$ cat src/rtl/core/tapid_pkg.sv
package tapid_pkg;

	localparam int GAIN_W = 16;
	localparam int BAND_W = 16;
	localparam int ONE_Q = 4096;
	localparam int SUM_W = 64;

	// Register indexes
	localparam logic [2:0] REG_GOAL = 3'd0;
	localparam logic [2:0] REG_GAINS_X = 3'd1;
	localparam logic [2:0] REG_GAINS_Y = 3'd2;
	localparam logic [2:0] REG_GAINS_Z = 3'd3;
	localparam logic [2:0] REG_HYST_X = 3'd4;
	localparam logic [2:0] REG_HYST_Y = 3'd5;
	localparam logic [2:0] REG_HYST_Z = 3'd6;

	// Reset values
	localparam logic [47:0] GOAL_RST = 48'd214761472;
	localparam logic [47:0] GAINS_XY_RST = 48'd119627724098970;
	localparam logic [47:0] GAINS_Z_RST = 48'd133702331927347;
	localparam logic [31:0] HYST_X_RST = 32'd80544154;
	localparam logic [14:0] HYST_Y_RST = 15'd410;
	localparam logic [31:0] HYST_Z_RST = 32'd32243917;

	// Top-level sequencer
	typedef enum logic [2:0] {
		ST_IDLE,
		ST_DIV,
		ST_MUL,
		ST_SUM,
		ST_MERGE,
		ST_OUT
	} state_t;

	// Phases inside one lane
	typedef enum logic [2:0] {
		LN_IDLE,
		LN_DIV,
		LN_MUL,
		LN_SUM,
		LN_ROUND
	} lane_st_t;

	// Controls from top level to each lane
	typedef struct packed {
		logic start;
		logic clear_integ;
	} lane_ctl_t;

endpackage

$ cat src/rtl/core/tapid_div.sv
// Restoring divider, one quotient bit per cycle, truncates toward zero
module tapid_div #(
	parameter int NUM_W = 18,
	parameter int DEN_W = 16
) (
	input  logic                    clk,
	input  logic                    arst_n,
	input  logic                    start,
	input  logic signed [NUM_W-1:0] num,
	input  logic        [DEN_W-1:0] den,
	output logic                    done,
	output logic signed [NUM_W-1:0] quo
);
	localparam int CW = $clog2(NUM_W + 1);

	logic [NUM_W-1:0] mag_q;
	logic [NUM_W-1:0] quo_q;
	logic [DEN_W:0]   rem_q;
	logic [CW-1:0]    cnt_q;
	logic             neg_q;
	logic             busy_q;
	logic [DEN_W:0]   trial;

	assign trial = {rem_q[DEN_W-1:0], mag_q[NUM_W-1]};

	always_ff @(posedge clk or negedge arst_n) begin
		if (!arst_n) begin
			busy_q <= 1'b0;
			done <= 1'b0;
		end else begin
			done <= 1'b0;
			if (start) begin
				busy_q <= 1'b1;
			end else if (busy_q && cnt_q == CW'(1)) begin
				busy_q <= 1'b0;
				done <= 1'b1;
			end
		end
	end

	always_ff @(posedge clk) begin
		if (start) begin
			mag_q <= num[NUM_W-1] ? NUM_W'(-num) : num;
			neg_q <= num[NUM_W-1];
			rem_q <= '0;
			quo_q <= '0;
			cnt_q <= CW'(NUM_W);
		end else if (busy_q) begin
			mag_q <= {mag_q[NUM_W-2:0], 1'b0};
			cnt_q <= cnt_q - CW'(1);
			if (trial >= {1'b0, den}) begin
				rem_q <= trial - {1'b0, den};
				quo_q <= {quo_q[NUM_W-2:0], 1'b1};
			end else begin
				rem_q <= trial;
				quo_q <= {quo_q[NUM_W-2:0], 1'b0};
			end
		end
	end

	assign quo = neg_q ? NUM_W'(-quo_q) : quo_q;
endmodule

$ cat src/rtl/core/tapid_lane.sv
// One axis: error, trapezoid integral, derivative, weighted sum
module tapid_lane #(
	parameter int DATA_WIDTH = 16,
	parameter int ACC_WIDTH = 32
) (
	input  logic                         clk,
	input  logic                         arst_n,
	input  tapid_pkg::lane_ctl_t         ctl,
	input  logic signed [DATA_WIDTH-1:0] goal,
	input  logic signed [DATA_WIDTH-1:0] meas,
	input  logic        [15:0]           dt,
	input  logic        [47:0]           gains,
	output logic signed [DATA_WIDTH:0]   err,
	output logic signed [63:0]           drive,
	output logic                         done
);
	import tapid_pkg::*;

	localparam int EW = DATA_WIDTH + 1;
	localparam int DW = DATA_WIDTH + 2;
	localparam int PW = DW + 17;
	localparam int NW = ((PW > ACC_WIDTH) ? PW : ACC_WIDTH) + 1;

	lane_st_t                    ln_q, ln_d;
	logic                        step_div, step_mul, step_sum, step_rnd;
	logic signed [EW-1:0]        prev_q;
	logic signed [ACC_WIDTH-1:0] integ_q;
	logic signed [EW-1:0]        err_s1;
	logic signed [DW-1:0]        dquo;
	logic                        ddone;
	logic signed [PW-1:0]        prod;
	logic signed [PW-1:0]        half;
	logic signed [NW-1:0]        nsum;
	logic signed [ACC_WIDTH-1:0] ni;
	logic signed [ACC_WIDTH-1:0] ni_s2;
	logic signed [DW-1:0]        deriv_s2;
	logic signed [EW+16:0]       pp;
	logic signed [DW+16:0]       dp;
	logic signed [ACC_WIDTH+16:0] ip;
	logic signed [SUM_W-1:0]     p_s3, d_s3, i_s3;
	logic signed [SUM_W-1:0]     s_s4;
	logic signed [SUM_W:0]       pd, tot;
	logic signed [SUM_W-1:0]     s;
	logic signed [SUM_W-1:0]     q;
	localparam logic signed [SUM_W-1:0] LIM = 64'sh4000_0000_0000_0000;
	localparam logic signed [ACC_WIDTH:0] AMAX = (ACC_WIDTH+1)'((65'sd1 <<< (ACC_WIDTH-1)) - 1);
	localparam logic signed [ACC_WIDTH:0] AMIN = -(ACC_WIDTH+1)'(65'sd1 <<< (ACC_WIDTH-1));

	assign err = err_s1;

	tapid_div #(.NUM_W(DW), .DEN_W(16)) u_div (
		.clk(clk), .arst_n(arst_n), .start(ctl.start && dt != 16'd0),
		.num(DW'(goal) - DW'(meas) - DW'(prev_q)), .den(dt),
		.done(ddone), .quo(dquo)
	);

	// Trapezoid step with floor on halving, saturating integral
	assign prod = (PW'(err_s1) + PW'(prev_q)) * $signed({1'b0, dt});
	assign half = prod >>> 1;
	assign nsum = NW'(integ_q) + NW'(half);
	always_comb begin
		if (nsum > NW'(AMAX)) ni = AMAX[ACC_WIDTH-1:0];
		else if (nsum < NW'(AMIN)) ni = AMIN[ACC_WIDTH-1:0];
		else ni = ACC_WIDTH'(nsum);
	end

	// Gain products at their exact widths
	assign pp = err_s1 * $signed({1'b0, gains[15:0]});
	assign dp = deriv_s2 * $signed({1'b0, gains[47:32]});
	assign ip = ni_s2 * $signed({1'b0, gains[31:16]});

	// Sum with 64-bit saturation, limit and round
	assign pd = (SUM_W+1)'(p_s3) + (SUM_W+1)'(d_s3);
	assign tot = (SUM_W+1)'(s_s4) + (SUM_W+1)'(i_s3);
	always_comb begin
		if (tot > (SUM_W+1)'(64'sh7FFF_FFFF_FFFF_FFFF)) s = 64'sh7FFF_FFFF_FFFF_FFFF;
		else if (tot < -(SUM_W+1)'(65'sh0_8000_0000_0000_0000)) s = 64'sh8000_0000_0000_0000;
		else s = SUM_W'(tot);
		if (s > LIM) s = LIM;
		if (s < -LIM) s = -LIM;
		q = s + SUM_W'(ONE_Q / 2);
	end

	// Phase sequence: next state
	always_comb begin
		ln_d = ln_q;
		if (ctl.start) begin
			ln_d = LN_DIV;
		end else begin
			unique case (ln_q)
				LN_IDLE: ln_d = LN_IDLE;
				LN_DIV: if (dt == 16'd0 || ddone) ln_d = LN_MUL;
				LN_MUL: ln_d = LN_SUM;
				LN_SUM: ln_d = LN_ROUND;
				LN_ROUND: ln_d = LN_IDLE;
				default: ln_d = LN_IDLE;
			endcase
		end
	end

	// Phase sequence: step enables
	always_comb begin
		step_div = !ctl.start && ln_q == LN_DIV && (dt == 16'd0 || ddone);
		step_mul = ln_q == LN_MUL;
		step_sum = ln_q == LN_SUM;
		step_rnd = !ctl.start && ln_q == LN_ROUND;
	end

	always_ff @(posedge clk or negedge arst_n) begin
		if (!arst_n) begin
			ln_q <= LN_IDLE;
			prev_q <= '0;
			integ_q <= '0;
			done <= 1'b0;
		end else begin
			ln_q <= ln_d;
			done <= step_rnd;
			if (ctl.clear_integ) integ_q <= '0;
			if (step_div) begin
				integ_q <= ni;
				prev_q <= err_s1;
			end
		end
	end

	always_ff @(posedge clk) begin
		if (ctl.start) err_s1 <= EW'(goal) - EW'(meas);
		if (step_div) begin
			ni_s2 <= ni;
			deriv_s2 <= (dt == 16'd0) ? '0 : dquo;
		end
		if (step_mul) begin
			p_s3 <= SUM_W'(pp);
			d_s3 <= SUM_W'(dp);
			i_s3 <= SUM_W'(ip);
		end
		if (step_sum) s_s4 <= SUM_W'(pd);
		if (step_rnd) drive <= q >>> 12;
	end
endmodule

$ cat config.mk
export PLATFORM = sky130hd
export DESIGN_NAME = tapid_lane
export DESIGN_NICKNAME = d
export VERILOG_FILES = /design/src/rtl/core/tapid_pkg.sv /design/src/rtl/core/tapid_div.sv /design/src/rtl/core/tapid_lane.sv
export SDC_FILE = /design/constraint.sdc
export NUM_CORES = 2
export LEC_CHECK = 0
export BUFFER_PORTS_ARGS = -buffer_cell sky130_fd_sc_hd__buf_2
export CORE_UTILIZATION = 65
export CTS_CLUSTER_DIAMETER = 40
export DETAILED_ROUTE_END_ITERATION = 16
export GPL_ROUTABILITY_DRIVEN = 1
export PLACE_DENSITY = 0.86
export SYNTH_ARGS = -nofsm -noshare
export SYNTH_HDL_FRONTEND = slang
export SYNTH_SLANG_ARGS = --single-unit
export TNS_END_PERCENT = 20
$ cat constraint.sdc
create_clock -name clk -period 18.45 [get_ports clk]
set_input_delay 1.845 -clock clk [delete_from_list [all_inputs] [get_ports clk]]
set_output_delay 1.845 -clock clk [all_outputs]
set_load 0.02 [all_outputs]
# Word-level counts from Yosys, hierarchy flattened
# Index checks and enable logic that the tools add are counted.
[totals] out_inout_bits=82 input_bits=100 register_bits=386
[op_classes] n_mux=21 mul=4 n_lt_le_gt_ge=7 reduce_logical=12 add_sub_neg=12 eq_ne=6
[ops] operator="$mux 64" count=4
[ops] operator="$mux 32" count=4
[ops] operator="$mux 18" count=4
[ops] operator="$mul 18x17->35" count=2
[ops] operator="$gt 65x64->1 const B" count=1
[ops] operator="$lt 65x64->1 const B" count=1
[ops] operator="$add 64x13->64 const B" count=1
[ops] operator="$gt 64x64->1 const B" count=1
[ops] operator="$lt 64x63->1 const B" count=1
[ops] operator="$add 36x49->50" count=1
[ops] operator="$mul 32x17->49" count=1
[ops] operator="$add 34x35->36" count=1
[ops] operator="$neg 18->18" count=2
[ops] operator="$add 32x34->35" count=1
[ops] operator="$gt 35x32->1 const B" count=1
[ops] operator="$lt 35x32->1 const B" count=1
[ops] operator="$mul 17x17->34" count=1
[ops] operator="$sub 16x16->17" count=2
[ops] operator="$add 17x17->18" count=1
[ops] operator="$sub 17x17->18" count=1
[ops] operator="$ge 17x16->1" count=1
[ops] operator="$logic_not 16->1" count=1
[ops] operator="$mux 16" count=1
[ops] operator="$reduce_bool 16->1" count=1
[ops] operator="14 further kinds" count=26

# Depth between registers and ports, before layout
[logic_depth] depth_word=9 mapped_depth=53 depth_no_buf=50

# Cells and area by module
# Synthesis repeated with hierarchy kept, for this count alone.
[hier_totals] cells_unflattened=8038 area_unflattened_um2=74634.1
[by_module_without_submodules] mod="tapid_lane" cells_per_inst=7572 seq_area_each_um2=9524.1 area_each_um2=70475.1 instances=1
[by_module_without_submodules] mod="tapid_div" cells_per_inst=466 seq_area_each_um2=1401.3 area_each_um2=4159.0 instances=1

# Worst setup path before layout
# Ideal clock, no wire load.
[synth_path] path_kind="flip-flop to flip-flop" from="register err_s1[1] (netlist: err[1])" to="register integ_q[12]" setup_slack_ns=6.955 n_path_buf=4 t_arrival_ns=11.429 setup_time_ns=0.066 required_ns=18.384 stages_incl_launch_ff=54 period_less_slack_ns=11.495 cell_sequence="edfxtp_1 > clkbuf_1 > inv_1 > fa_1 > nor2b_1 > o21ai_0 > a21boi_0 > o21ai_0 > a21boi_0 > o21ai_0 > a21boi_0 > o21ai_0 > a21oi_1 > nor2_1 > o21a_1 > clkbuf_1 > nor4_1 > fa_1 > [... 18 more ...] > a21o_1 > a21oi_1 > xnor2_1 > ha_1 > clkbuf_1 > a21o_1 > a21oi_1 > o21bai_1 > a21o_1 > a21o_1 > a21oi_1 > nor2b_1 > a311oi_1 > xnor2_1 > a31oi_2 > nor2_1 > clkbuf_1 > a221o_1"
[synth_via] elab_chain_cells=7 word_cells_on_any_way=8 classes_between="2 x add/sub; 1 x mul; 2 x order compare; 3 x mux"
[synth_rtl] element="start: declaration" line_no="tapid_lane.sv:28" rtl="logic signed [EW-1:0] err_s1;"
[synth_rtl] element="start signal: assignment" line_no="tapid_lane.sv:127" rtl="if (ctl.start) err_s1 <= EW'(goal) - EW'(meas);"
[synth_rtl] element="$add 17x17->18 (*)" line_no="tapid_lane.sv:58" rtl="assign prod = (PW'(err_s1) + PW'(prev_q)) * $signed({1'b0, dt});"
[synth_rtl] element="$mul 18x17->35 (*)" line_no="tapid_lane.sv:58"
[synth_rtl] element="$add 32x34->35 (*)" line_no="tapid_lane.sv:60" rtl="assign nsum = NW'(integ_q) + NW'(half);"
[synth_rtl] element="$lt 35x32->1" line_no="tapid_lane.sv:63" rtl="else if (nsum < NW'(AMIN)) ni = AMIN[ACC_WIDTH-1:0];"
[synth_rtl] element="$mux 32" line_no="tapid_lane.sv:63"
[synth_rtl] element="$mux 32 (*)" line_no="tapid_lane.sv:62" rtl="if (nsum > NW'(AMAX)) ni = AMAX[ACC_WIDTH-1:0];"
[synth_rtl] element="$mux 32 (*)" line_no="tapid_lane.sv:119" rtl="if (step_div) begin"
[synth_rtl] element="end signal: assignment" line_no="tapid_lane.sv:120" rtl="integ_q <= ni;"
[synth_rtl] element="end: declaration" line_no="tapid_lane.sv:27" rtl="logic signed [ACC_WIDTH-1:0] integ_q;"
# Mark *: on every way between the ends. The rest lies on a longest branch, timed or not.
# A chain may end at the register's enable or synchronous reset.

# Final worst setup path
[layout_path] from="register err_s1[1] (netlist: err[1])" to="register integ_q[0]"
# Same word-level chain as after synthesis.

==> results.yml <==
clock_tree:
  cts_root_buf: "clkbuf_16"
  cts-hold-fix-buffers: 0
  cts_tree: "yes"
  cts_buffers: 57
  h-tree-depth: 2
  cts_sinks: 386
  cts_resized: 0
  post_cts_buffers: 0
  clock_path_buffers: 3
  clk_latency_ns: 0.64
  clk_transition_reported_paths_ns: 0.06
logic_synthesis:
  yosysWarnings: 0
  syn_inst: 7792
  synth_cell_type_count: 88
  ys_dominant_reg_cell: "edfxtp_1"
  syn_area_um2: 72900
  ys_seq_elements: 386
  synth_edf_count: 292
  synth_nets: 9835
  async_reset_ff_share_pct: 14.2
  ys_seq_area_share_pct: 15.0
  syn_avg_cell_area_um2: 9.35
worst_setup_path:
  worstReg2RegEnd: "integ_q[0]"
  regToRegSetupSlack_ns: 4.71
  worstPathMaxFanout: 32
  cp_slowest_stage_delay_ns: 1.02
  critical_path_class: "register to register"
  r2r-start: "err[1]"
  reg2reg_depth: 48
  crit_top_cell: "a21oi_1"
  end_kind: "register"
  crit_required_ns: 18.97
  crit_arrival_ns: 14.26
  crit_slowest_cell: "xor2_1"
  cp-start-kind: "register"
detailed_routing:
  vias: 53900
  ant_nets: 0
  drc_errors: 0
  dr.pass1.iters: 7
  wl_um: 178000
  viasPerCell: 5.78
  wl_per_cell_um: 19.1
  drt-initial-drc-count: 4662
cells_and_area:
  fin_area_um2: 76800
  multi_input_area_um2: 54400
  mostFrequentLayoutCells: "1712 x inv_1, 1369 x fa_1, 964 x nand2_1"
  drive_above_1_share_pct: 4.71
  nets: 9831
  mostFrequentLayoutCell: "inv_1"
  num-fill-cells: 8032
  register_area_um2: 10900
  area_growth_pct: 5.43
timing:
  worst_pin_slew_ns: 1.33
  rsz0062_at_grt: "false"
  setup_tns_ns: 0
  hold_violations: 0
  fin_crit_ns: 13.74
  slew-limit-headroom_pct: 11.3
  setup_ws_ns: 4.71
  finalCritPeriodShare_pct: 74.5
  maxSlewViolCount: 0
  finClkSkew_ns: 0.0242
  timing.hold.ws_ns: 0.469
  finalSetupViolations: 0
  fmaxAchievable_mhz: 72.8
global_routing:
  grt_pass1_vias: 57300
  grt_pass1_wl_um: 292000
  grt_max_degree: 84
  antenna_found_initial: 8
  grt_overflow_total: 0
  grt_use_total_pct: 32.6
placement:
  placed_cell_area_um2: 74800
  port_buffers: 181
  place.gp.congestion: 0.960
  pre_cts_ws_ns: 5.05
  dp_hpwl_um: 141000
flow_run:
  maxCapViolCount: 0
floorplan:
  num_io_pins: 182
  core_area_um2: 111000
  start_util_pct: 65.7
  placementRows: 122
  die_x_um: 337
  die_height_um: 337
  die_area_um2: 113000
status:
  status: "completed"
worst_hold_path:
  holdPathStages: 1
  worstHoldStart: "u_div.cnt_q[3]"
  holdPathEnd: "u_div.done"
  hold_path_class: "register to register"
layout make-up:
| type | instances | share of cell area, % |
|---|---|---|
| clock inverters | 44 | 0.656 |
| repair buffers | 217 | 1.53 |
| multi-input cells | 5412 | 70.9 |
| clock buffers | 64 | 1.90 |
| well taps | 1488 | 2.42 |
| diodes | 4 | 0.0130 |
| flip-flops and latches | 386 | 14.2 |
| inverters | 1714 | 8.38 |
through the flow:
| stage | cells | utilization, % |
|---|---|---|
| finish | 9329 | 69.2 |
| detailed placement | 9217 | 67.4 |
| global placement | 9217 | 67.4 |
| floorplan | 7792 | - |
| CTS | 9325 | 69.2 |
| global route | 9328 | 69.2 |
Yosys cell counts (all sizes together), types with 29 or more instances:
library cell	number	area, µm²
nor3	63	337
nand2	964	3620
fa	1369	27400
o21bai	45	338
dfrtp	55	1380
nor2	265	995
xnor2	255	2230
nand4	32	200
clkbuf	257	965
and2	577	3610
nor2b	47	294
inv	1712	6430
a21oi	261	1310
nand3	64	320
edfxtp	292	8770
o21ai	194	971
nand2b	53	332
o21a	29	218
dfxtp	39	781
a21o	142	1070
and3	30	188
xor2	103	902
ha	574	7180
state kept, by name, indices dropped and copies added, names as in the netlist:
signal and count:
u_div.cnt_q 5, u_div.neg_q 1, i_s3 49, prev_q 17, drive 52, deriv_s2 18
err 17, u_div.mag_q 18, p_s3 34, u_div.busy_q 1, s_s4 36, u_div.quo_q 18
ln_q 3, integ_q 32, u_div.done 1, d_s3 35, ni_s2 32, done 1
u_div.rem_q 16
worst max-delay path by stage:
| stage | start | end | slack [ns] | cells past startpoint |
|---|---|---|---|---|
| floorplan | err[1] | integ_q[12] | 6.95 | 53 |
| detailed placement | err[1] | integ_q[0] | 5.05 | 48 |
| global route | err[0] | integ_q[0] | 3.86 | 50 |
| CTS | err[1] | integ_q[0] | 4.96 | 48 |
| finish | err[1] | integ_q[0] | 4.71 | 48 |
| global placement | err[1] | integ_q[2] | 5.36 | 48 |
routing by layer:
metal	up-vias	GRT usage, %	wire length, µm
li1	24000	-	-
met1	26700	43.6	70000
met2	2724	53.1	83900
met3	533	5.99	17100
met4	4	12.2	7330
met5	-	0	38
worst max-delay path, delay by kind of cell, from the launching register on:
family | cells | cell delay (ns)
AO/OA/AOI/OAI | 26 | 6.06
adder cells (fa/ha/maj) | 9 | 3.91
XOR/XNOR | 3 | 1.35
AND/OR/NAND/NOR | 6 | 1.28
flip-flops | 1 | 0.74
buffers and inverters | 4 | 0.23
cell families after synthesis:
kind of cell | after synthesis | share of synthesized area, %
simple gates | 2190 | 14.5
buf+inv | 1994 | 10.3
fa+ha+maj | 1947 | 47.5
compound gates | 891 | 7.94
flops | 386 | 15.0
xor+xnor | 359 | 4.33
mux | 25 | 0.347
Power is not shown: default switching activity piles up to over one toggle a cycle in this logic, so the estimate is an artifact.
