$ cat src/rtl/core/tapid_pkg.sv
package tapid_pkg;

	localparam int GAIN_W = 16;
	localparam int BAND_W = 16;
	localparam int ONE_Q = 4096;
	localparam int SUM_W = 64;

	// Register indexes
	localparam logic [2:0] REG_GOAL = 3'd0;
	localparam logic [2:0] REG_GAINS_X = 3'd1;
	localparam logic [2:0] REG_GAINS_Y = 3'd2;
	localparam logic [2:0] REG_GAINS_Z = 3'd3;
	localparam logic [2:0] REG_HYST_X = 3'd4;
	localparam logic [2:0] REG_HYST_Y = 3'd5;
	localparam logic [2:0] REG_HYST_Z = 3'd6;

	// Reset values
	localparam logic [47:0] GOAL_RST = 48'd214761472;
	localparam logic [47:0] GAINS_XY_RST = 48'd119627724098970;
	localparam logic [47:0] GAINS_Z_RST = 48'd133702331927347;
	localparam logic [31:0] HYST_X_RST = 32'd80544154;
	localparam logic [14:0] HYST_Y_RST = 15'd410;
	localparam logic [31:0] HYST_Z_RST = 32'd32243917;

	// Top-level sequencer
	typedef enum logic [2:0] {
		ST_IDLE,
		ST_DIV,
		ST_MUL,
		ST_SUM,
		ST_MERGE,
		ST_OUT
	} state_t;

	// Phases inside one lane
	typedef enum logic [2:0] {
		LN_IDLE,
		LN_DIV,
		LN_MUL,
		LN_SUM,
		LN_ROUND
	} lane_st_t;

	// Controls from top level to each lane
	typedef struct packed {
		logic start;
		logic clear_integ;
	} lane_ctl_t;

endpackage

$ cat src/rtl/core/tapid_merge.sv
// Hysteresis hold, clamp and clip flags over the three lane results
module tapid_merge #(
	parameter int DATA_WIDTH = 16
) (
	input  logic                       clk,
	input  logic                       arst_n,
	input  logic                       en,
	input  logic signed [DATA_WIDTH:0] ex, ey, ez,
	input  logic signed [63:0]         dx, dy, dz,
	input  logic [31:0]                hyst_x,
	input  logic [14:0]                hyst_y,
	input  logic [31:0]                hyst_z,
	output logic signed [13:0]         roll,
	output logic signed [13:0]         pitch,
	output logic signed [14:0]         gaz,
	output logic                       roll_clipped,
	output logic                       pitch_clipped,
	output logic                       hold_xy_out,
	output logic                       hold_z_out
);
	import tapid_pkg::*;

	localparam int MW = DATA_WIDTH + 2;
	logic          hxy_q, hz_q, nxy, nz;
	logic [MW-1:0] ax, ay, az;
	logic signed [63:0] vx, vy, vz;

	assign ax = ex[DATA_WIDTH] ? MW'(-ex) : MW'(ex);
	assign ay = ey[DATA_WIDTH] ? MW'(-ey) : MW'(ey);
	assign az = ez[DATA_WIDTH] ? MW'(-ez) : MW'(ez);

	always_comb begin
		nxy = hxy_q;
		if (ax < MW'(hyst_x[15:0]) && ay < MW'(hyst_y)) nxy = 1'b1;
		else if (ax > MW'(hyst_x[31:16])) nxy = 1'b0;
		nz = hz_q;
		if (az < MW'(hyst_z[15:0])) nz = 1'b1;
		else if (az > MW'(hyst_z[31:16])) nz = 1'b0;
		vx = nxy ? '0 : dx;
		vy = nxy ? '0 : dy;
		vz = nz ? '0 : dz;
	end

	always_ff @(posedge clk or negedge arst_n) begin
		if (!arst_n) begin
			hxy_q <= 1'b0;
			hz_q <= 1'b0;
		end else if (en) begin
			hxy_q <= nxy;
			hz_q <= nz;
		end
	end

	always_ff @(posedge clk) begin
		if (en) begin
			roll_clipped <= vx > 64'sd4096 || vx < -64'sd4096;
			pitch_clipped <= vy > 64'sd4096 || vy < -64'sd4096;
			roll <= vx > 64'sd4096 ? 14'sd4096 : vx < -64'sd4096 ? -14'sd4096 : 14'(vx);
			pitch <= vy > 64'sd4096 ? 14'sd4096 : vy < -64'sd4096 ? -14'sd4096 : 14'(vy);
			gaz <= vz > 64'sd8192 ? 15'sd8192 : vz < -64'sd4096 ? -15'sd4096 : 15'(vz);
			hold_xy_out <= nxy;
			hold_z_out <= nz;
		end
	end
endmodule

$ cat config.mk
export PLATFORM = sky130hd
export DESIGN_NAME = tapid_merge
export DESIGN_NICKNAME = d
export VERILOG_FILES = /design/src/rtl/core/tapid_pkg.sv /design/src/rtl/core/tapid_merge.sv
export SDC_FILE = /design/constraint.sdc
export NUM_CORES = 1
export LEC_CHECK = 0
export ABC_AREA = 1
export BUFFER_PORTS_ARGS = -buffer_cell sky130_fd_sc_hd__buf_2
export CAP_MARGIN = 20
export CORE_AREA = 2 2 144 146
export CTS_BUF_LIST = sky130_fd_sc_hd__clkbuf_16
export CTS_CLUSTER_DIAMETER = 80
export DETAILED_ROUTE_END_ITERATION = 10
export DIE_AREA = 0 0 146 148
export GPL_TIMING_DRIVEN = 0
export PLACE_DENSITY = 0.73
export SYNTH_ARGS = -nofsm -noshare
export SYNTH_HDL_FRONTEND = slang
export SYNTH_SLANG_ARGS = --single-unit
$ cat constraint.sdc
create_clock -name clk -period 2.08 [get_ports clk]
set_input_delay 0.104 -clock clk [delete_from_list [all_inputs] [get_ports clk]]
set_output_delay 0.104 -clock clk [all_outputs]
set_load 0.01 [all_outputs]
Yosys cells after proc, flatten, opt, wreduce, memory -nomap -nowiden
Index checks and enable logic that the tools add are counted.
{"block": "word_totals", "reg_bits": 49, "wordCells": 45}
{"block": "classes", "n_addsub": 3, "n_lt_le_gt_ge": 11, "muxes": 13, "reduce_logical": 6}
{"op": "$lt A64 B13 Y1 const B", "count": 3}
{"op": "$mux W64", "count": 3}
{"op": "$gt A64 B14 Y1 const B", "count": 2}
{"op": "$gt A64 B15 Y1 const B", "count": 1}
{"op": "$mux W18", "count": 3}
{"op": "$neg A17 Y18", "count": 3}
{"op": "$gt A18 B16 Y1", "count": 2}
{"op": "$lt A18 B16 Y1", "count": 2}
{"op": "$mux W14", "count": 2}
{"op": "$lt A18 B15 Y1", "count": 1}
{"op": "$mux W15", "count": 1}
{"op": "$reduce_or A2 Y1", "count": 3}
{"op": "$mux W1", "count": 4}
{"op": "$logic_or A1 B1 Y1", "count": 2}
{"op": "$logic_and A1 B1 Y1", "count": 1}

Longest topological paths before layout
Gate-level depths: netlist (run 1).
{"block": "depth", "word_depth": 8, "depth_mapped": 26, "mapped_depth_nobuf": 25}

Least setup slack after synthesis (run 1)
No wires, ideal clock.
{"block": "synth_timing", "kind": "input to register", "startpoint": "input ex[0]", "endpoint": "register roll[10] (data pin)", "setup_time_ps": 255, "t_arrival_ps": 2856, "t_required_ps": 1825, "setup_slack_ps": -1031, "stages": 26, "path_buffers": 2, "cell_sequence": "inv_2 -> ha_1 -> nand2_2 -> nor2_4 -> nand2_1 -> o31ai_1 -> o21ai_0 -> xor2_1 -> ha_1 -> nand2_1 -> inv_1 -> nand3_2 -> nor2_1 -> nor2_2 -> nand2_1 -> nand2_2 -> nand2_4 -> nand2_4 -> inv_4 -> buf_6 -> nand2_2 -> a21oi_2 -> nand2_2 -> nand2_4 -> buf_12 -> nor2_4"}
{"block": "synth_between", "elab_chain_len": 8}
{"item": "start, declared", "line": "tapid_merge.sv:8", "rtl": "input logic signed [DATA_WIDTH:0] ex, ey, ez,"}
{"item": "$neg A17 Y18", "line": "tapid_merge.sv:28", "rtl": "assign ax = ex[DATA_WIDTH] ? MW'(-ex) : MW'(ex);"}
{"item": "$mux W18 *", "line": "tapid_merge.sv:28"}
{"item": "$gt A18 B16 Y1 or $lt A18 B16 Y1 (tied branches)", "line": "tapid_merge.sv:35, tapid_merge.sv:34"}
{"item": "$mux W1 or $logic_and A1 B1 Y1 (tied branches)", "line": "tapid_merge.sv:35, tapid_merge.sv:34"}
{"item": "$mux W1 *", "line": "tapid_merge.sv:34", "rtl": "if (ax < MW'(hyst_x[15:0]) && ay < MW'(hyst_y)) nxy = 1'b1;"}
{"item": "via nxy", "line": "tapid_merge.sv:24", "rtl": "logic hxy_q, hz_q, nxy, nz;"}
{"item": "$mux W64 *", "line": "tapid_merge.sv:39", "rtl": "vx = nxy ? '0 : dx;"}
{"item": "$gt A64 B14 Y1 or $lt A64 B13 Y1 (tied branches)", "line": "tapid_merge.sv:58", "rtl": "roll <= vx > 64'sd4096 ? 14'sd4096 : vx < -64'sd4096 ? -14'sd4096 : 14'(vx);"}
{"item": "$reduce_or A2 Y1 (no source line)"}
{"item": "end signal, assigned", "line": "tapid_merge.sv:58"}
{"item": "end, declared", "line": "tapid_merge.sv:13", "rtl": "output logic signed [13:0] roll,"}
Mark *: on every way through the listed nets, which the timed path passes. The rest lies on a longest branch.
A chain may end at the register's enable or synchronous reset.

Worst setup path in the final report (run 1)
{"block": "layout_timing", "startpoint": "input ex[1]", "endpoint": "register pitch[5] (data pin)"}
{"block": "layout_between", "elab_chain_len": 8}
{"item": "$neg A17 Y18", "line": "tapid_merge.sv:28"}
{"item": "$mux W18 *", "line": "tapid_merge.sv:28"}
{"item": "$gt A18 B16 Y1 or $lt A18 B16 Y1 (tied branches)", "line": "tapid_merge.sv:35, tapid_merge.sv:34"}
{"item": "$mux W1 or $logic_and A1 B1 Y1 (tied branches)", "line": "tapid_merge.sv:35, tapid_merge.sv:34"}
{"item": "$mux W1 *", "line": "tapid_merge.sv:34"}
{"item": "via nxy", "line": "tapid_merge.sv:24"}
{"item": "$mux W64 *", "line": "tapid_merge.sv:40", "rtl": "vy = nxy ? '0 : dy;"}
{"item": "$gt A64 B14 Y1 or $lt A64 B13 Y1 (tied branches)", "line": "tapid_merge.sv:59", "rtl": "pitch <= vy > 64'sd4096 ? 14'sd4096 : vy < -64'sd4096 ? -14'sd4096 : 14'(vy);"}
{"item": "$reduce_or A2 Y1 (no source line)"}
{"item": "end signal, assigned", "line": "tapid_merge.sv:59"}
{"item": "end, declared", "line": "tapid_merge.sv:14", "rtl": "output logic signed [13:0] pitch,"}
Marks and branches as above.

==> results of run 1 <==
[worst paths after layout]
path,endpoint,slack (ps),from
setup reg to reg,pitch[5],410,hxy_q
max in group asynchronous,hz_q,1800,arst_n
setup / recovery,pitch[5],-1040,ex[1]
min in group clk,pitch[8],140,dy[8]
hold reg to reg,hxy_q,600,hxy_q
hold / removal,hxy_q,140,arst_n
[timing repair]
item | CTS | global route
hold endpoints to repair | 2 | 0
hold buffers | 1 | 0
gates resized for setup | 60 | 61
endpoints found under the setup margin | 49 | 49
cloned | 3 | 1
pin swaps | 44 | 42
setup buffers | 33 | 20
[flip-flops by register name (all words and copies together), names as in the netlist]
name           count
hxy_q              1
pitch_clipped      1
hz_q               1
gaz               15
hold_xy_out        1
pitch             14
roll_clipped       1
hold_z_out         1
roll              14
[cells by family after synthesis]
kind of cell             after synthesis  share of synthesized area
AND/OR/NAND/NOR                      482                      0.375
buffers and inverters                163                      0.102
AO/OA/AOI/OAI                         80                     0.0806
adder cells (fa/ha/maj)               79                      0.155
flip-flops                            49                      0.230
XOR/XNOR                              41                     0.0565
[per-stage QoR]
| stage | power [W] | hold WS, ps | setup slack (ps) |
|---|---|---|---|
| final | 0.00497 | 136 | -1040 |
| after global routing | 0.00530 | 143 | -1270 |
| after CTS | 0.00475 | 127 | -1080 |
| after detailed placement | 0.00342 | -57.2 | -1450 |
| after global placement | 0.00337 | -57.5 | -1420 |
| after floorplan | 0.00260 | -192 | -820 |
[layer usage]
layer / wire length [um] / vias up
met5: 0 / -
met4: 517 / 0
met3: 1430 / 39
met2: 11600 / 299
met1: 9430 / 3469
li1: - / 3872
[cell usage after synthesis, drive strengths merged (6+ instances only)]
| cell | instances | area, um^2 |
|---|---|---|
| nor3 | 26 | 140 |
| xnor2 | 14 | 123 |
| nand3 | 37 | 230 |
| o211ai | 6 | 50.1 |
| inv | 151 | 569 |
| xor2 | 27 | 236 |
| nand4 | 49 | 307 |
| nor4 | 42 | 263 |
| edfxtp | 47 | 1410 |
| o31ai | 7 | 66.3 |
| ha | 79 | 988 |
| nand2 | 185 | 752 |
| a21oi | 37 | 193 |
| o21ai | 14 | 70.1 |
| nor2 | 138 | 666 |
[final cells by class]
cell class,count,area [um^2]
multi-input combinational,682,4760
tap,270,338
fill,1988,10200
clock inverter,3,26.3
sequential,49,1460
buffer,9,104
inverter,153,606
timing repair buffer,422,2450
antenna,1,2.50
clock buffer,5,125
[power by group]
group / total (W) / internal (W) / switching [W]
logic: 0.00282 / 0.00133 / 0.00150
clock network: 0.000869 / 0.000456 / 0.000413
registers: 0.00128 / 0.00124 / 0.0000364
==> flow_summary.ini, run 1 <==
[global_routing]
gr-max-usage-layer = met2
met1_usage = 0.230
globalRouteOverflowTotal = 0
grtUsageMet2 = 0.365
globalRouteMet3Util = 0.0324
grt_first_pass_wirelength_um = 34900
grtUsageTotal = 0.196
antenna_found_initial = 0
grt_max_degree = 40
grt_pass1_vias = 7565

[die]
rows = 52
ios = 372
die_area_mm2 = 0.0216
die_x_um = 146
start_util = 0.317
die_h_um = 148
coreArea_mm2 = 0.0200

[layout]
final_area_mm2 = 0.00987
fin_nets = 1726
layout-drive-gt1-share = 0.454
final_core_util = 0.492
final_cell_mix = 366 x buf_2, 153 x nand2_1, 142 x inv_1
layout_commonest_cell = buf_2
fin_cells = 1594
areaGrowthSynthToFinish_pct = 55.1

[route]
totalWireLength_um = 23000
viasPerCell = 4.82
ant_nets = 0
dr.pass1.iters = 5
num_vias = 7679
drc = 0
first_iter_violations = 288
wl_per_cell_um = 14.4

[yosys]
ys_warn_count = 0
synth.distinct_cells = 48
ys.flop_type = edfxtp_1
async_flop_share = 0.0408
syn_area_mm2 = 0.00636
avgSynthCellArea_um2 = 7.12
synth-edff-count = 47
synth-seq-cells = 49
yosysSeqAreaShare = 0.230
synthCells = 894
syn_nets = 1298

[sta]
rsz0062_at_grt = true
max_slew_margin = 0.672
tns_ps = -42810
max_freq_ghz = 0.321
setup_violations = 49
fin_skew_ps = 8.12
layout_min_cycle_time_ps = 3120
finalHoldViolCount = 0
layout_setup_ws_ps = -1040
slew_viol_final = 0
worst_pin_slew_ps = 488
fin_crit_sh = 1.50

[clock_tree]
path_clk_slew_ps = 80
cts_sinks = 49
cts_tree = yes
root_buffer = clkbuf_16
clk_latency_ps = 300
h-tree-depth = 2
cts.path.max_buffers = 2
cts_buffers = 5

[run]
maxCapViolCount = 0

[power_and_ir_drop]
p_leak_nw = 5.01
power_density_mw_per_mm2 = 503
peakVddDrop_mv = 0.382

[worst_setup_path]
slowest_delay_ps = 320
critPathKind = input port to flip-flop
worst-path-buf-inv = 5
arrival_ps = 3180
critPathCaptureType = flip-flop
required_ps = 2140
critPathMaxFanout = 8
cp_slowest_cell = ha_1
crit_path_start_kind = input port
critPathMostFrequentCell = nand2_2
critPathTopFamily = simple AND/OR/NAND/NOR gates
r2r_cells = 11
crit_cells = 27

[placed_design]
placed_area_mm2 = 0.00873
place_inst = 1534
dp_hpwl_um = 18800
place.gp.congestion = 0.877
portBuffers = 369

[run_status]
status = finished with violations
violations = setup timing

[min_path]
hp-class = input port to asynchronous set/reset pin
Power figures use the tool's default switching activity.
==> inputs of run 2 (changes only) <==
--- a/config.mk
+++ b/config.mk
@@ -15,6 +15,7 @@
 export DIE_AREA = 0 0 146 148
 export GPL_TIMING_DRIVEN = 0
 export PLACE_DENSITY = 0.73
+export REMOVE_ABC_BUFFERS = 1
 export SYNTH_ARGS = -nofsm -noshare
 export SYNTH_HDL_FRONTEND = slang
 export SYNTH_SLANG_ARGS = --single-unit
==> flow_summary.ini, run 2 (same netlist as run 1, synthesis figures left out) <==
[worst_setup_path]
slowest_delay_ps = 250
path_cells = buf_8, nor3_4, nand2_2, nor3_4, nand2_2, nor3_4, a21oi_2, xor2_2, ha_4, a21o_1, nor2_2, o211ai_2, nor2_2, nand2_2, nand2_4, nand2_8, buf_6, nand3_2, nand2_1, nor2_1, nand3_2, nand2_4, nand2_8
cp_slowest_cell = ha_4
critPathMaxFanout = 7
crit_path_start_kind = input port
critPathKind = input port to flip-flop
required_ps = 2080
arrival_ps = 3040
critPathCaptureType = flip-flop

[die]
ios = 372
die_area_mm2 = 0.0216
die_x_um = 146
rows = 52
die_h_um = 148
start_util = 0.317
coreArea_mm2 = 0.0200

[placed_design]
place_inst = 1525
place.gp.congestion = 0.907
place_ws_ps = -2010
portBuffers = 371
dp_hpwl_um = 18600

[layout]
filler_cell_count = 1988
fin_nets = 1704
layout-drive-gt1-share = 0.457
areaGrowthSynthToFinish_pct = 55.0
fin_cells = 1573
largest-register = gaz
largest_register_ff_count = 15
layout_commonest_cell = buf_2
reg.largest.list = gaz: 15 flops, pitch: 14 flops, roll: 14 flops
final_cell_mix = 367 x buf_2, 144 x nand2_1, 142 x inv_1

[run]
maxCapViolCount = 0

[sta]
setup_violations = 49
slew_viol_final = 0
max_freq_ghz = 0.329
fin_skew_ps = 6.68
layout_setup_ws_ps = -956
finalHoldViolCount = 0
tns_ps = -39970
rsz0062_at_grt = true
max_slew_margin = 0.632
layout_min_cycle_time_ps = 3040
fin_crit_sh = 1.46
worst_pin_slew_ps = 551

[clock_tree]
cts.path.max_buffers = 2
cts_tree = yes
root_buffer = clkbuf_16
h-tree-depth = 2
clk_latency_ps = 290
cts_sinks = 49
cts_buffers = 5
path_clk_slew_ps = 60

[route]
wirelength_met1_um = 8910
met3_length_um = 1320
top_layer = met4
dr.pass1.iters = 5
wl_per_cell_um = 14.6
num_vias = 7632
drc = 0
first_iter_violations = 271
viasPerCell = 4.85
totalWireLength_um = 22900
ant_nets = 0
wl_met2_um = 12100

[global_routing]
antenna_found_initial = 2
grtUsageTotal = 0.192
grt_max_degree = 52
globalRouteOverflowTotal = 0
grt_first_pass_wirelength_um = 34100
grt_pass1_vias = 7218

[power_and_ir_drop]
power_density_mw_per_mm2 = 492
peakVddDrop_mv = 0.356
finalPower_w = 0.00486
p_leak_nw = 4.88

[run_status]
violations = setup timing
status = finished with violations

[min_path]
hp-class = input port to flip-flop
run 2: cell types whose count changed in the layout (fill, tap and decap cells not counted), sizes merged:
cell / change
buf: -23
clkbuf: -4
diode: +1
inv: +2
nand2: +3
run 2: timing repair:
item,4_1_cts,5_1_grt
gates resized for setup,90,113
setup endpoints to repair,49,49
hold buffers,1,0
pin swaps,62,73
endpoints found under the hold margin,2,0
buffers inserted,17,15
cloned,5,0
run 2: routing by layer:
| layer | vias up | track usage |
|---|---|---|
| met5 | - | 0 |
| met2 | 288 | 0.373 |
| li1 | 3857 | - |
| met4 | 0 | 0.0553 |
| met1 | 3453 | 0.218 |
| met3 | 34 | 0.0290 |
run 2: path summary, 6_finish.rpt:
kind / startpoint / end / slack, ps / cells after the start
max in group asynchronous: arst_n / hz_q / 1770 / 2
worst max register to register: hxy_q / pitch[1] / 450 / 9
min in group asynchronous: arst_n / hxy_q / 190 / 2
worst max-delay path: ex[0] / roll_clipped / -960 / 23
worst min register to register: hxy_q / hxy_q / 670 / 2
worst min-delay path: dy[7] / pitch[7] / 160 / 3
run 2: metrics by stage:
step	hold slack [ps]	utilization	instance area [um^2]
2_1_floorplan	-192	-	6290
3_3_place_gp	-89.3	0.423	8480
3_5_place_dp	-88.3	0.423	8480
4_1_cts	143	0.458	9190
5_1_grt	170	0.492	9860
6_report	157	0.492	9860
run 2: cell type report:
class | count | area [um^2] | area share
Sequential cell | 49 | 1460 | 0.148
Antenna cell | 2 | 5.00 | 0.000508
Tap cell | 270 | 338 | 0.0343
Multi-Input combinational cell | 685 | 5100 | 0.518
Timing Repair Buffer | 404 | 2190 | 0.222
Timing Repair inverter | 2 | 22.5 | 0.00228
Clock buffer | 5 | 125 | 0.0127
Clock inverter | 3 | 17.5 | 0.00178
Inverter | 153 | 596 | 0.0604
run 2: power breakdown:
| part | switching (W) | internal, W | leakage [nW] |
|---|---|---|---|
| clock network | 0.000348 | 0.000441 | 0.0696 |
| logic | 0.00163 | 0.00115 | 4.32 |
| registers | 0.0000456 | 0.00124 | 0.497 |
| total | 0.00203 | 0.00283 | 4.88 |
run 2: worst max-delay path: cells and delay by family:
family          cells  cell delay, ps
buf+inv             2             240
compound gates      3             360
xor+xnor            1             230
fa+ha+maj           1             250
simple gates       16            1840
